<file path="config.mk">
export PLATFORM = sky130hd
export DESIGN_NAME = midi_controller_message_mapper_core
export DESIGN_NICKNAME = d
export VERILOG_FILES = /design/src/hw/rtl/mcmm_pkg.sv /design/src/hw/rtl/midi_controller_message_mapper_core.sv
export SDC_FILE = /design/constraint.sdc
export NUM_CORES = 1
export LEC_CHECK = 0
export BUFFER_PORTS_ARGS = -buffer_cell sky130_fd_sc_hd__buf_4
export CAP_MARGIN = 20
export CORE_ASPECT_RATIO = 1.5
export CORE_MARGIN = 8
export CORE_UTILIZATION = 50
export DETAILED_ROUTE_END_ITERATION = 10
export GPL_TIMING_DRIVEN = 0
export PLACE_DENSITY = 0.64
export SYNTH_ARGS = -nofsm -noshare
export SYNTH_HDL_FRONTEND = slang
export SYNTH_SLANG_ARGS = --single-unit
</file>
<file path="constraint.sdc">
create_clock -name clk -period 4.85 [get_ports clk]
set_clock_uncertainty 0.1 [all_clocks]
set_input_delay 0.2425 -clock clk [delete_from_list [all_inputs] [get_ports clk]]
set_output_delay 0.2425 -clock clk [all_outputs]
set_load 0.005 [all_outputs]
</file>
<file path="src/hw/rtl/mcmm_pkg.sv">
// ----------------------------------------------------------------------------
// MIDI message mapper package
// Shared constants for the controller message mapper.
// ----------------------------------------------------------------------------
package mcmm_pkg;

  localparam int BUTTONS = 4;
  localparam int BTN_W   = (BUTTONS > 1) ? $clog2(BUTTONS) : 1;
  localparam int SEL_W   = $clog2(BUTTONS + 1);

  localparam logic [7:0] ST_CC         = 8'hb0;
  localparam logic [7:0] ST_PC         = 8'hc0;
  localparam logic [7:0] CC_VOLUME     = 8'h07;
  localparam logic [7:0] CC_EXPR       = 8'h0b;
  localparam logic [7:0] CC_EXPR_OUT   = 8'h04;
  localparam logic [7:0] CC_BUTTON0    = 8'h14;
  localparam logic [7:0] CC_TAP        = 8'h40;
  localparam logic [7:0] TAP_VALUE     = 8'h7f;
  localparam logic [7:0] CC_SWITCH     = 8'h66;
  localparam logic [7:0] CC_SWITCH_OUT = 8'h2b;
  localparam logic [7:0] SWITCH_ON     = 8'h40;

  localparam logic [6:0] THRESHOLD_RESET = 7'd2;

  localparam logic SRC_CTL = 1'b0;
  localparam logic SRC_AMP = 1'b1;

endpackage

</file>
<file path="src/hw/rtl/midi_controller_message_mapper_core.sv">
// ----------------------------------------------------------------------------
// MIDI controller message mapper
// Assembles per-source MIDI messages and maps controller messages to amp bytes.
// ----------------------------------------------------------------------------
// Usage:
//   s_axis: one raw MIDI byte per request; tuser selects the source
//   (0 foot controller, 1 amp). m_axis: output MIDI bytes, tlast on the final
//   byte of each emitted message. cfg: write of the 7-bit pedal threshold,
//   always ready.
// Output: a byte that completes a message shows its first output byte on
//   m_axis in the cycle after it is accepted; the message then drains one
//   byte per cycle, while m_axis_tready is high, from a three-byte result buffer.
// Throughput: bytes that emit nothing are taken every cycle. A byte that
//   emits a message holds s_axis off while the result buffer drains through
//   the single output byte lane; input is taken again as the last byte of
//   that message leaves.
// Reset: parsers idle, pedal memories and bank zero, no button selected,
//   threshold 2, result buffer empty.
// Stall: while m_axis_tready is low the current byte holds and no new input
//   is taken while the buffer holds anything.
// ----------------------------------------------------------------------------
module midi_controller_message_mapper_core
  import mcmm_pkg::*;
(
  input  logic       clk,
  input  logic       rst,
  input  logic       s_axis_tvalid,
  output logic       s_axis_tready,
  input  logic [7:0] s_axis_tdata,   // [7:0] data_byte
  input  logic       s_axis_tuser,   // [0] func
  output logic       m_axis_tvalid,
  input  logic       m_axis_tready,
  output logic [7:0] m_axis_tdata,   // [7:0] out_byte
  output logic       m_axis_tlast,
  input  logic       cfg_valid,
  output logic       cfg_ready,
  input  logic [6:0] cfg_data
);

  logic [6:0]       pedal_threshold;
  logic [7:0]       ctl_status, ctl_first_data, amp_status;
  logic [1:0]       ctl_count, amp_count;
  logic [7:0]       volume_sent, expression_sent, bank_number;
  logic [SEL_W-1:0] selected_button;

  logic [7:0]       ctl_status_next, ctl_first_data_next, amp_status_next;
  logic [1:0]       ctl_count_next, amp_count_next;
  logic [7:0]       volume_sent_next, expression_sent_next, bank_number_next;
  logic [SEL_W-1:0] selected_button_next;

  // result buffer, byte 0 is on the bus
  logic [7:0] msg_byte [3];
  logic [1:0] msg_cnt;
  logic [7:0] new_byte [3];
  logic [1:0] new_cnt;

  logic accept, drain;
  logic [7:0] cc, val, diff_vol, diff_expr, amp_idx, pc_byte;
  logic [BTN_W-1:0] btn_idx;
  logic is_button;

  assign cfg_ready     = 1'b1;
  assign m_axis_tvalid = (msg_cnt != 2'd0);
  assign m_axis_tdata  = msg_byte[0];
  assign m_axis_tlast  = (msg_cnt == 2'd1);
  assign drain         = m_axis_tvalid & m_axis_tready;
  // take a new byte once the buffer is empty or its last byte leaves now
  assign s_axis_tready = (msg_cnt == 2'd0) || ((msg_cnt == 2'd1) && m_axis_tready);
  assign accept        = s_axis_tvalid & s_axis_tready;

  assign cc  = ctl_first_data;
  assign val = s_axis_tdata;
  assign diff_vol  = (val >= volume_sent) ? val - volume_sent : volume_sent - val;
  assign diff_expr = (val >= expression_sent) ? val - expression_sent
                                               : expression_sent - val;
  assign is_button = (cc >= CC_BUTTON0) && (cc < CC_BUTTON0 + 8'(BUTTONS));
  assign btn_idx   = BTN_W'(cc - CC_BUTTON0);
  assign pc_byte   = bank_number * 8'(BUTTONS) + 8'(btn_idx) + 8'd1;
  assign amp_idx   = val - 8'd1;

  always_comb begin
    ctl_status_next      = ctl_status;
    ctl_first_data_next  = ctl_first_data;
    ctl_count_next       = ctl_count;
    amp_status_next      = amp_status;
    amp_count_next       = amp_count;
    volume_sent_next     = volume_sent;
    expression_sent_next = expression_sent;
    bank_number_next     = bank_number;
    selected_button_next = selected_button;
    new_cnt              = 2'd0;
    new_byte[0]          = ST_CC;
    new_byte[1]          = 8'h00;
    new_byte[2]          = 8'h00;

    if (s_axis_tuser == SRC_CTL) begin
      if (ctl_count == 2'd0) begin
        if (val == ST_CC || val == ST_PC) begin
          ctl_status_next = val;
          ctl_count_next  = 2'd1;
        end
      end else if (ctl_status == ST_PC) begin
        ctl_count_next = 2'd0;
      end else if (ctl_count == 2'd1) begin
        ctl_first_data_next = val;
        ctl_count_next      = 2'd2;
      end else begin
        ctl_count_next = 2'd0;
        if (cc == CC_VOLUME) begin
          if (diff_vol >= {1'b0, pedal_threshold}) begin
            volume_sent_next = val;
            new_cnt     = 2'd3;
            new_byte[1] = CC_VOLUME;
            new_byte[2] = val;
          end
        end else if (cc == CC_EXPR) begin
          if (diff_expr >= {1'b0, pedal_threshold}) begin
            expression_sent_next = val;
            new_cnt     = 2'd3;
            new_byte[1] = CC_EXPR_OUT;
            new_byte[2] = val;
          end
        end else if (is_button) begin
          if (val != 8'h00) begin
            if (SEL_W'(btn_idx) != selected_button) begin
              selected_button_next = SEL_W'(btn_idx);
              new_cnt     = 2'd2;
              new_byte[0] = ST_PC;
              new_byte[1] = pc_byte;
            end else begin
              new_cnt     = 2'd3;
              new_byte[1] = CC_TAP;
              new_byte[2] = TAP_VALUE;
            end
          end
        end else if (cc == CC_SWITCH) begin
          new_cnt     = 2'd3;
          new_byte[1] = CC_SWITCH_OUT;
          new_byte[2] = (val != 8'h00) ? SWITCH_ON : 8'h00;
        end
      end
    end else begin
      if (amp_count == 2'd0) begin
        if (val == ST_CC || val == ST_PC) begin
          amp_status_next = val;
          amp_count_next  = 2'd1;
        end
      end else if (amp_status == ST_PC) begin
        bank_number_next     = amp_idx / 8'(BUTTONS);
        selected_button_next = SEL_W'(amp_idx % 8'(BUTTONS));
        amp_count_next       = 2'd0;
      end else if (amp_count == 2'd1) begin
        amp_count_next = 2'd2;
      end else begin
        amp_count_next = 2'd0;
      end
    end
  end

  always_ff @(posedge clk) begin
    if (rst) begin
      pedal_threshold <= THRESHOLD_RESET;
      ctl_status      <= 8'h00;
      ctl_first_data  <= 8'h00;
      ctl_count       <= 2'd0;
      amp_status      <= 8'h00;
      amp_count       <= 2'd0;
      volume_sent     <= 8'h00;
      expression_sent <= 8'h00;
      bank_number     <= 8'h00;
      selected_button <= SEL_W'(BUTTONS);
      msg_cnt         <= 2'd0;
    end else begin
      if (cfg_valid) begin
        pedal_threshold <= cfg_data;
      end
      if (accept) begin
        ctl_status      <= ctl_status_next;
        ctl_first_data  <= ctl_first_data_next;
        ctl_count       <= ctl_count_next;
        amp_status      <= amp_status_next;
        amp_count       <= amp_count_next;
        volume_sent     <= volume_sent_next;
        expression_sent <= expression_sent_next;
        bank_number     <= bank_number_next;
        selected_button <= selected_button_next;
        msg_cnt         <= new_cnt;
      end else if (drain) begin
        msg_cnt <= msg_cnt - 2'd1;
      end
    end
  end

  always_ff @(posedge clk) begin
    if (accept) begin
      msg_byte[0] <= new_byte[0];
      msg_byte[1] <= new_byte[1];
      msg_byte[2] <= new_byte[2];
    end else if (drain) begin
      msg_byte[0] <= msg_byte[1];
      msg_byte[1] <= msg_byte[2];
    end
  end

endmodule

</file>
## Word level (Yosys, flattened, before mapping)

Memory sizes are Yosys's and may differ from the RTL's.
Index checks and enable logic that the tools add are counted.
Widths: inputs -> output; s select.

| cells by class | value |
|---|---|
| add/subtract/negate cells | 9 |
| $lt $le $gt $ge | 6 |
| equal/unequal tests | 20 |
| multiplexer cells | 59 |
| bitwise operators | 10 |
| reductions and logical operators | 22 |

Operators by type and width:

| cell | number |
|---|---|
| $mux 24 | 4 |
| $mux 8 | 8 |
| $mux 16 | 3 |
| $mux 2 | 20 |
| $mux 3 | 11 |
| $eq 8x8->1 const B | 4 |
| $sub 8x8->8 | 4 |
| $mux 23 | 1 |
| $mux 11 | 2 |
| $mux 7 | 3 |
| $ge 8x7->1 | 2 |
| $ge 8x8->1 | 2 |
| $mux 14 | 1 |
| $ne 2x2->1 const B | 7 |
| $reduce_and 4->1 | 3 |
| $reduce_and 11->1 | 1 |
| $reduce_bool 2->1 | 5 |
| $add 8x1->8 const B | 1 |
| $add 8x2->8 | 1 |
| $eq 8x3->1 const B | 1 |
| $eq 8x4->1 const B | 1 |
| $eq 8x7->1 const B | 1 |
| $ge 8x5->1 const B | 1 |
| $lt 8x5->1 const B | 1 |
| 17 further kinds | 38 |

| word-level totals | value |
|---|---|
| bits in registers | 62 |
| RAM bits | 24 |
| input port bits | 21 |
| output and inout port bits | 12 |
| memories kept | 1 |

Memories:

| memory | words | bits a word | read ports | clocked after memory_dff | wr ports | RTL line | source |
|---|---|---|---|---|---|---|---|
| msg_byte | 3 | 8 | 3 | 0 | 3 | midi_controller_message_mapper_core.sv:52 | `logic [7:0] msg_byte [3];` |

## Depth between registers and ports, before layout

Gate-level depths: netlist of the first run.

| depth | value |
|---|---|
| depth after elaboration | 13 |
| mapped depth | 19 |
| mapped depth without buffers | 18 |

## Least setup slack after synthesis of the first run

No wires, ideal clock.

| timing | value |
|---|---|
| kind | input to register |
| start point | input port s_axis_tdata[0] |
| end point | memory msg_byte[2][0] (netlist: msg_byte[1][0]) (data pin) |
| library setup time | 0.270 ns |
| arrival time | 3.691 ns |
| path slack | 0.789 ns |
| stages on the path | 19 |
| cell sequence | inv_1 -> ha_1 -> inv_1 -> fa_1 -> nand3_1 -> a31oi_1 -> a211oi_4 -> mux2i_1 -> o21ai_0 -> a21oi_1 -> xnor2_1 -> ha_1 -> a21o_1 -> a21o_1 -> a2111oi_0 -> mux2i_1 -> nand2b_1 -> buf_4 -> o31ai_1 |

RTL lines:

| what | RTL line | source |
|---|---|---|
| start, declared | midi_controller_message_mapper_core.sv:29 | `input logic [7:0] s_axis_tdata,` |
| end, declared | midi_controller_message_mapper_core.sv:52 |  |

==> flow_metrics.py, run 1 <==
metrics = {
    "global_routing": {
        "grt_start_max_net_pins": 18,
        "grt_antenna_before_repair": 0,
        "first_global_vias": 4775,
        "grt_util_all_layers": 0.202,
        "gr-total-overflow": 0,
        "grt_first_pass_wirelength_mm": 23.8,
    },
    "yosys": {
        "ys_types": 65,
        "synthCells": 630,
        "mappedNetlistArea_um2": 5690,
        "commonest_cells_in_the_netlist": "nor2_1, dfxtp_1, a21oi_1",
        "synth-seq-area-share": 0.345,
        "mappedNetlistNets": 706,
        "number_of_flip_flops_and_latches_in_the_synthesized_netlist": 86,
        "ys.warnings.count": 0,
        "synth_edf_count": 24,
        "post-synth-top-count-cell": "nor2_1",
        "synth-async-reset-ratio": 0,
        "synth.avg_cell_area_um2": 9.03,
        "yosys_most_used_dff": "dfxtp_1",
        "synth_area_leaders": "dfxtp_1, edfxtp_1, ha_1",
        "yosysTopAreaCellShare": 0.218,
        "synth_top_cell_by_area": "dfxtp_1",
    },
    "clock_tree": {
        "tritoncts": "yes",
        "cts-buffers-inserted": 9,
        "cts_num_sinks": 86,
        "clk_path_buf_depth": 2,
        "path_clk_slew_ps": 70,
        "worstSkewPairLatency_ps": 340,
        "htree_num_levels": 3,
        "cts_root_buf": "clkbuf_16",
    },
    "setup_path": {
        "worstPathRequired_ps": 4880,
        "worst-r2r-cell-count": 17,
        "start_kind": "input pin",
        "critical_path_peak_fanout": 9,
        "path_class": "input pin to register",
        "critical_path_arrival_ps": 4580,
        "critical_path.endpoint_type": "register",
        "timing.reg2reg.setup_slack_ps": 400,
    },
    "min_path": {
        "holdCritPathClass": "input pin to register",
        "hold-path-cell-count": 3,
    },
    "timing": {
        "hold_violation_total_from_the_final_report": 0,
        "slew_headroom": 0.331,
        "final_critical_path_setup_slack_ps": 306,
        "final.min_clock_period_ps": 4540,
        "setup_violations": 0,
        "tightestPinTransition_ps": 995,
        "finalCritPeriodShare": 0.937,
        "finalMaxSlewViolations": 0,
        "fin_tns_setup_ps": 0,
        "maximum_operating_frequency_ghz": 0.220,
        "unrepaired_setup_endpoints_after_global_routing": "no",
    },
    "floorplanning": {
        "floorplan.die.height_um": 147,
        "num_ports": 33,
        "core_region_area_um2": 11100,
        "die_area_um2": 15100,
        "core.rowCount": 47,
        "die-width_um": 103,
        "initial_core_util": 0.514,
    },
    "pwr": {
        "p_total_mw": 1.80,
        "power.static_leakage_nw": 2.64,
        "vdd_drop_max_mv": 0.211,
        "powerDensity_nw_per_um2": 277,
    },
    "status": {
        "outcome": "completed",
    },
    "detailed_routing": {
        "drt-initial-drc-count": 187,
        "antenna_left": 0,
        "drt_first_pass_iters": 4,
        "detailroute.via_count": 4762,
        "drt_wl_total_mm": 14.8,
        "avgViaCountPerCell": 5.73,
        "detailed_route_wirelength_on_metal3_um": 546,
        "highest-signal-layer": "met4",
        "met2_length_mm": 8.10,
        "wl_met1_mm": 5.74,
        "post-route-drc-count": 0,
        "routed_wire_length_per_instance_um": 17.9,
    },
    "final_layout": {
        "final_net_count": 755,
        "final_cell_area_um2": 6490,
        "layout.filler_cells": 1040,
        "num_antenna_cells": 0,
        "post_route_cells_drive_above_1_share": 0.151,
        "post-route-util": 0.587,
        "area_growth_syn_to_layout_pct": 14.2,
    },
    "run": {
        "cap_violations": 0,
    },
    "placed_design": {
        "place_hpwl_mm": 11.4,
        "post_place_setup_slack_ps": -234,
        "gp_congestion": 0.915,
        "portBuffers": 28,
        "post_dp_cell_area_um2": 6080,
    },
}
==> registers in the layout, indices dropped and copies added, names as in the netlist <==
register         cells
cc                   8
ctl_count            2
volume_sent          8
msg_cnt              2
selected_button      3
amp_status           8
expression_sent      8
ctl_status           8
bank_number          6
msg_byte            24
pedal_threshold      7
amp_count            2
==> worst max-delay path: stages <==
cell and delay (ps):
buf_4 150, inv_1 330, ha_1 240, inv_1 50
fa_1 380, nand3_1 120, a31oi_1 170, nor3_4 360
buf_4 180, mux2_2 320, a21oi_1 150, xnor2_1 100
ha_1 330, o211ai_1 90, o21ai_0 350, a211oi_1 160
mux2i_1 350, o21ai_2 180, o31ai_1 320
==> layout make-up <==
| cell class | count | area [um^2] | area share |
|---|---|---|---|
| Buffer | 40 | 289 | 0.0445 |
| Multi-Input combinational cell | 458 | 3270 | 0.503 |
| Clock buffer | 10 | 250 | 0.0385 |
| Clock inverter | 6 | 82.6 | 0.0127 |
| Timing Repair Buffer | 38 | 285 | 0.0439 |
| Inverter | 46 | 173 | 0.0266 |
| Tap cell | 147 | 184 | 0.0283 |
| Sequential cell | 86 | 1960 | 0.302 |
==> routing by layer <==
metal  track usage  vias up
met5             0        -
met4        0.0953        0
li1              -     2319
met2         0.375      117
met3        0.0328       31
met1         0.208     2295
==> repair_timing <==
item                                    CTS  global route
setup buffers                             0            10
hold buffers                              0             0
resized for setup                         0             1
endpoints found under the setup margin    0            11
==> worst paths after layout <==
| check | startpoint | endpoint |
|---|---|---|
| worst max-delay path | s_axis_tdata[0] | msg_byte[1][0]$_SDFFCE_PN0P_ |
| worst min-delay path | cfg_data[1] | pedal_threshold[1]$_SDFFE_PP1P_ |
| worst max register to register | expression_sent[0]$_SDFFE_PP0P_ | msg_byte[1][0]$_SDFFCE_PN0P_ |
| worst min register to register | volume_sent[7]$_SDFFE_PP0P_ | volume_sent[7]$_SDFFE_PP0P_ |
==> through the flow <==
stage               instances  hold slack, ps
floorplan                 630             273
global route              831            19.6
detailed placement        805             356
finish                    831            16.8
global placement          805             331
CTS                       821            11.2
==> cell usage in the layout, fill, tap and decap left out, types with 3 or more instances in the layout <==
| cell | synthesis | routed |
|---|---|---|
| a211oi_1 | 15 | 15 |
| a21o_1 | 18 | 18 |
| a21oi_1 | 54 | 54 |
| a31oi_1 | 3 | 3 |
| and3_1 | 11 | 11 |
| buf_2 | 5 | 5 |
| buf_4 | 12 | 50 |
| buf_6 | 5 | 5 |
| clkbuf_1 | 15 | 15 |
| clkbuf_16 | 0 | 10 |
| clkinv_2 | 0 | 3 |
| dfxtp_1 | 62 | 62 |
| edfxtp_1 | 24 | 24 |
| fa_1 | 4 | 4 |
| ha_1 | 51 | 51 |
| inv_1 | 46 | 46 |
| mux2_2 | 5 | 5 |
| mux2i_1 | 34 | 34 |
| nand2_1 | 41 | 41 |
| nand2b_1 | 4 | 4 |
| nand3_1 | 14 | 14 |
| nand3b_1 | 3 | 3 |
| nand4_1 | 14 | 14 |
| nor2_1 | 67 | 67 |
| nor3_1 | 10 | 10 |
| nor3b_1 | 4 | 4 |
| o211ai_1 | 4 | 4 |
| o21ai_0 | 14 | 14 |
| o21ai_1 | 8 | 7 |
| o21bai_1 | 3 | 3 |
| o31ai_1 | 7 | 7 |
| or2_2 | 4 | 4 |
| xnor2_1 | 19 | 19 |
| xor2_1 | 6 | 6 |
==> cells by family (layout without fill, tap and decap cells) <==
family,Yosys count,after routing,synth area share
other,1,1,0.000659
AOI/OAI and AO/OA,147,147,0.168
DFF,86,86,0.345
adders and majority gates,55,55,0.126
muxes,39,39,0.0697
and+or+nand+nor,191,191,0.171
buffers and inverters,86,140,0.0812
xor gates and xnor gates,25,25,0.0385
==> where the power goes <==
group          internal [mW]  leakage (nW)  switching, mW
logic                  0.113          1.74          0.158
registers              0.752         0.738        0.00543
clock network          0.480         0.163          0.289
(Power assumes the default switching activity.)
==> inputs of run 2 (changes only) <==
CORE_MARGIN = 2   (was 8)
CORE_UTILIZATION = 62   (was 50)
PLACE_DENSITY = 0.78   (was 0.64)
==> flow_metrics.py, run 2 (synthesis results as in run 1) <==
metrics = {
    "setup_path": {
        "start_kind": "input pin",
        "worstPathRequired_ps": 4840,
        "critical_path_peak_fanout": 9,
        "regToRegStartpoint": "volume_sent[0]$_SDFFE_PP0P_",
        "path_class": "input pin to register",
        "critical_path.startpoint": "s_axis_tdata[0]",
        "critical_path_arrival_ps": 4450,
        "critical_path.endpoint_type": "register",
    },
    "floorplanning": {
        "core_region_area_um2": 8880,
        "floorplan.die.height_um": 121,
        "core.rowCount": 42,
        "num_ports": 33,
        "die-width_um": 82.2,
        "die_area_um2": 9970,
        "initial_core_util": 0.640,
    },
    "global_routing": {
        "grt_first_pass_wirelength_mm": 22.8,
        "grt_antenna_before_repair": 0,
        "grt_util_all_layers": 0.301,
        "grt_start_max_net_pins": 18,
        "first_global_vias": 4745,
        "gr-total-overflow": 0,
    },
    "detailed_routing": {
        "drt_wl_total_mm": 14.3,
        "drt_first_pass_iters": 5,
        "detailroute.via_count": 4813,
        "drt-initial-drc-count": 327,
        "antenna_left": 0,
        "post-route-drc-count": 0,
        "routed_wire_length_per_instance_um": 18.1,
        "avgViaCountPerCell": 6.08,
    },
    "final_layout": {
        "layout.cells.most_common": "nor2_1",
        "final_cell_area_um2": 6400,
        "post_route_cells_drive_above_1_share": 0.148,
        "final_net_count": 753,
        "max_ffs_per_register": 24,
        "num_antenna_cells": 0,
        "layout_common_cells": "nor2_1, dfxtp_1, a21oi_1",
        "area_growth_syn_to_layout_pct": 12.5,
        "register_name_with_the_most_flops": "msg_byte",
    },
    "placed_design": {
        "portBuffers": 28,
        "post_dp_cell_area_um2": 6030,
        "post_place_setup_slack_ps": -127,
        "place_hpwl_mm": 10.8,
        "gp_congestion": 0.940,
    },
    "timing": {
        "fin_tns_setup_ps": 0,
        "finalCritPeriodShare": 0.921,
        "finalMaxSlewViolations": 0,
        "maximum_operating_frequency_ghz": 0.224,
        "tightestPinTransition_ps": 999,
        "final_critical_path_setup_slack_ps": 382,
        "slew_headroom": 0.328,
        "final.min_clock_period_ps": 4470,
        "setup_violations": 0,
        "unrepaired_setup_endpoints_after_global_routing": "no",
        "hold_violation_total_from_the_final_report": 0,
    },
    "clock_tree": {
        "tritoncts": "yes",
        "clk_path_buf_depth": 2,
        "postCtsHoldBufs": 0,
        "worstSkewPairLatency_ps": 360,
        "cts_root_buf": "clkbuf_16",
        "htree_num_levels": 3,
        "cts-buffers-inserted": 9,
        "cts_num_sinks": 86,
        "path_clk_slew_ps": 60,
    },
    "pwr": {
        "vdd_drop_max_mv": 0.244,
        "power.static_leakage_nw": 2.61,
        "p_total_mw": 1.72,
        "powerDensity_nw_per_um2": 269,
    },
    "min_path": {
        "holdCritPathClass": "input pin to register",
        "worstHoldStart": "cfg_data[1]",
    },
    "run": {
        "cap_violations": 0,
    },
    "status": {
        "outcome": "completed",
    },
}
[run 2: path summary, 6_finish.rpt]
check        cells after the start                         endpoint  slack [ps]
max reg2reg                     17     msg_byte[1][2]$_SDFFCE_PN0P_         460
min reg2reg                      2       ctl_status[7]$_SDFFE_PP0P_         350
max                             19     msg_byte[1][2]$_SDFFCE_PN0P_         380
min                              3  pedal_threshold[1]$_SDFFE_PP1P_          20
[run 2: what timing repair did]
| action | in CTS | in global routing |
|---|---|---|
| setup buffers | 0 | 8 |
| endpoints found under the hold margin | 0 | 0 |
| gates resized for setup | 0 | 1 |
| endpoints found under the setup margin | 0 | 12 |
[run 2: routing by layer]
layer / track usage / part of all wire / wire (um)
met5: 0 / 0 / 0
met4: 0.184 / 0.052 / 748
met3: 0.0521 / 0.045 / 646
met2: 0.532 / 0.53 / 7620
met1: 0.320 / 0.37 / 5330
[run 2: through the flow]
stage | utilization | hold WS, ps | cells
2_1_floorplan | - | 273 | 630
3_3_place_gp | 0.679 | 338 | 768
3_5_place_dp | 0.679 | 343 | 768
4_1_cts | 0.713 | 17.0 | 784
5_1_grt | 0.720 | 31.2 | 792
6_report | 0.720 | 16.4 | 792
[run 2: worst max-delay path, cell delays in order]
cell and delay, ps:
buf_4 160, inv_1 330, ha_1 250, inv_1 60, fa_1 390, nand3_1 120
a31oi_1 140, a211oi_4 310, buf_4 200, mux2_2 330, a21oi_1 140, xnor2_1 150
ha_1 270, a21o_1 180, a21o_1 210, a2111oi_0 320, mux2i_1 250, nand3b_1 280
o31ai_1 120
[run 2: area by class of cell]
class | count | area (um^2)
flip-flops and latches | 86 | 1960
well taps | 110 | 138
plain buffers | 40 | 289
fillers | 688 | 2480
clock buffers | 10 | 250
clock inverters | 6 | 47.5
inverters | 46 | 173
repair buffers | 36 | 270
multi-input cells | 458 | 3270
[run 2: power breakdown]
group / internal [mW] / switching [mW] / leakage (nW)
Clock: 0.384 / 0.309 / 0.142
Combinational: 0.112 / 0.156 / 1.73
Sequential: 0.752 / 0.00542 / 0.738
Total: 1.25 / 0.470 / 2.61
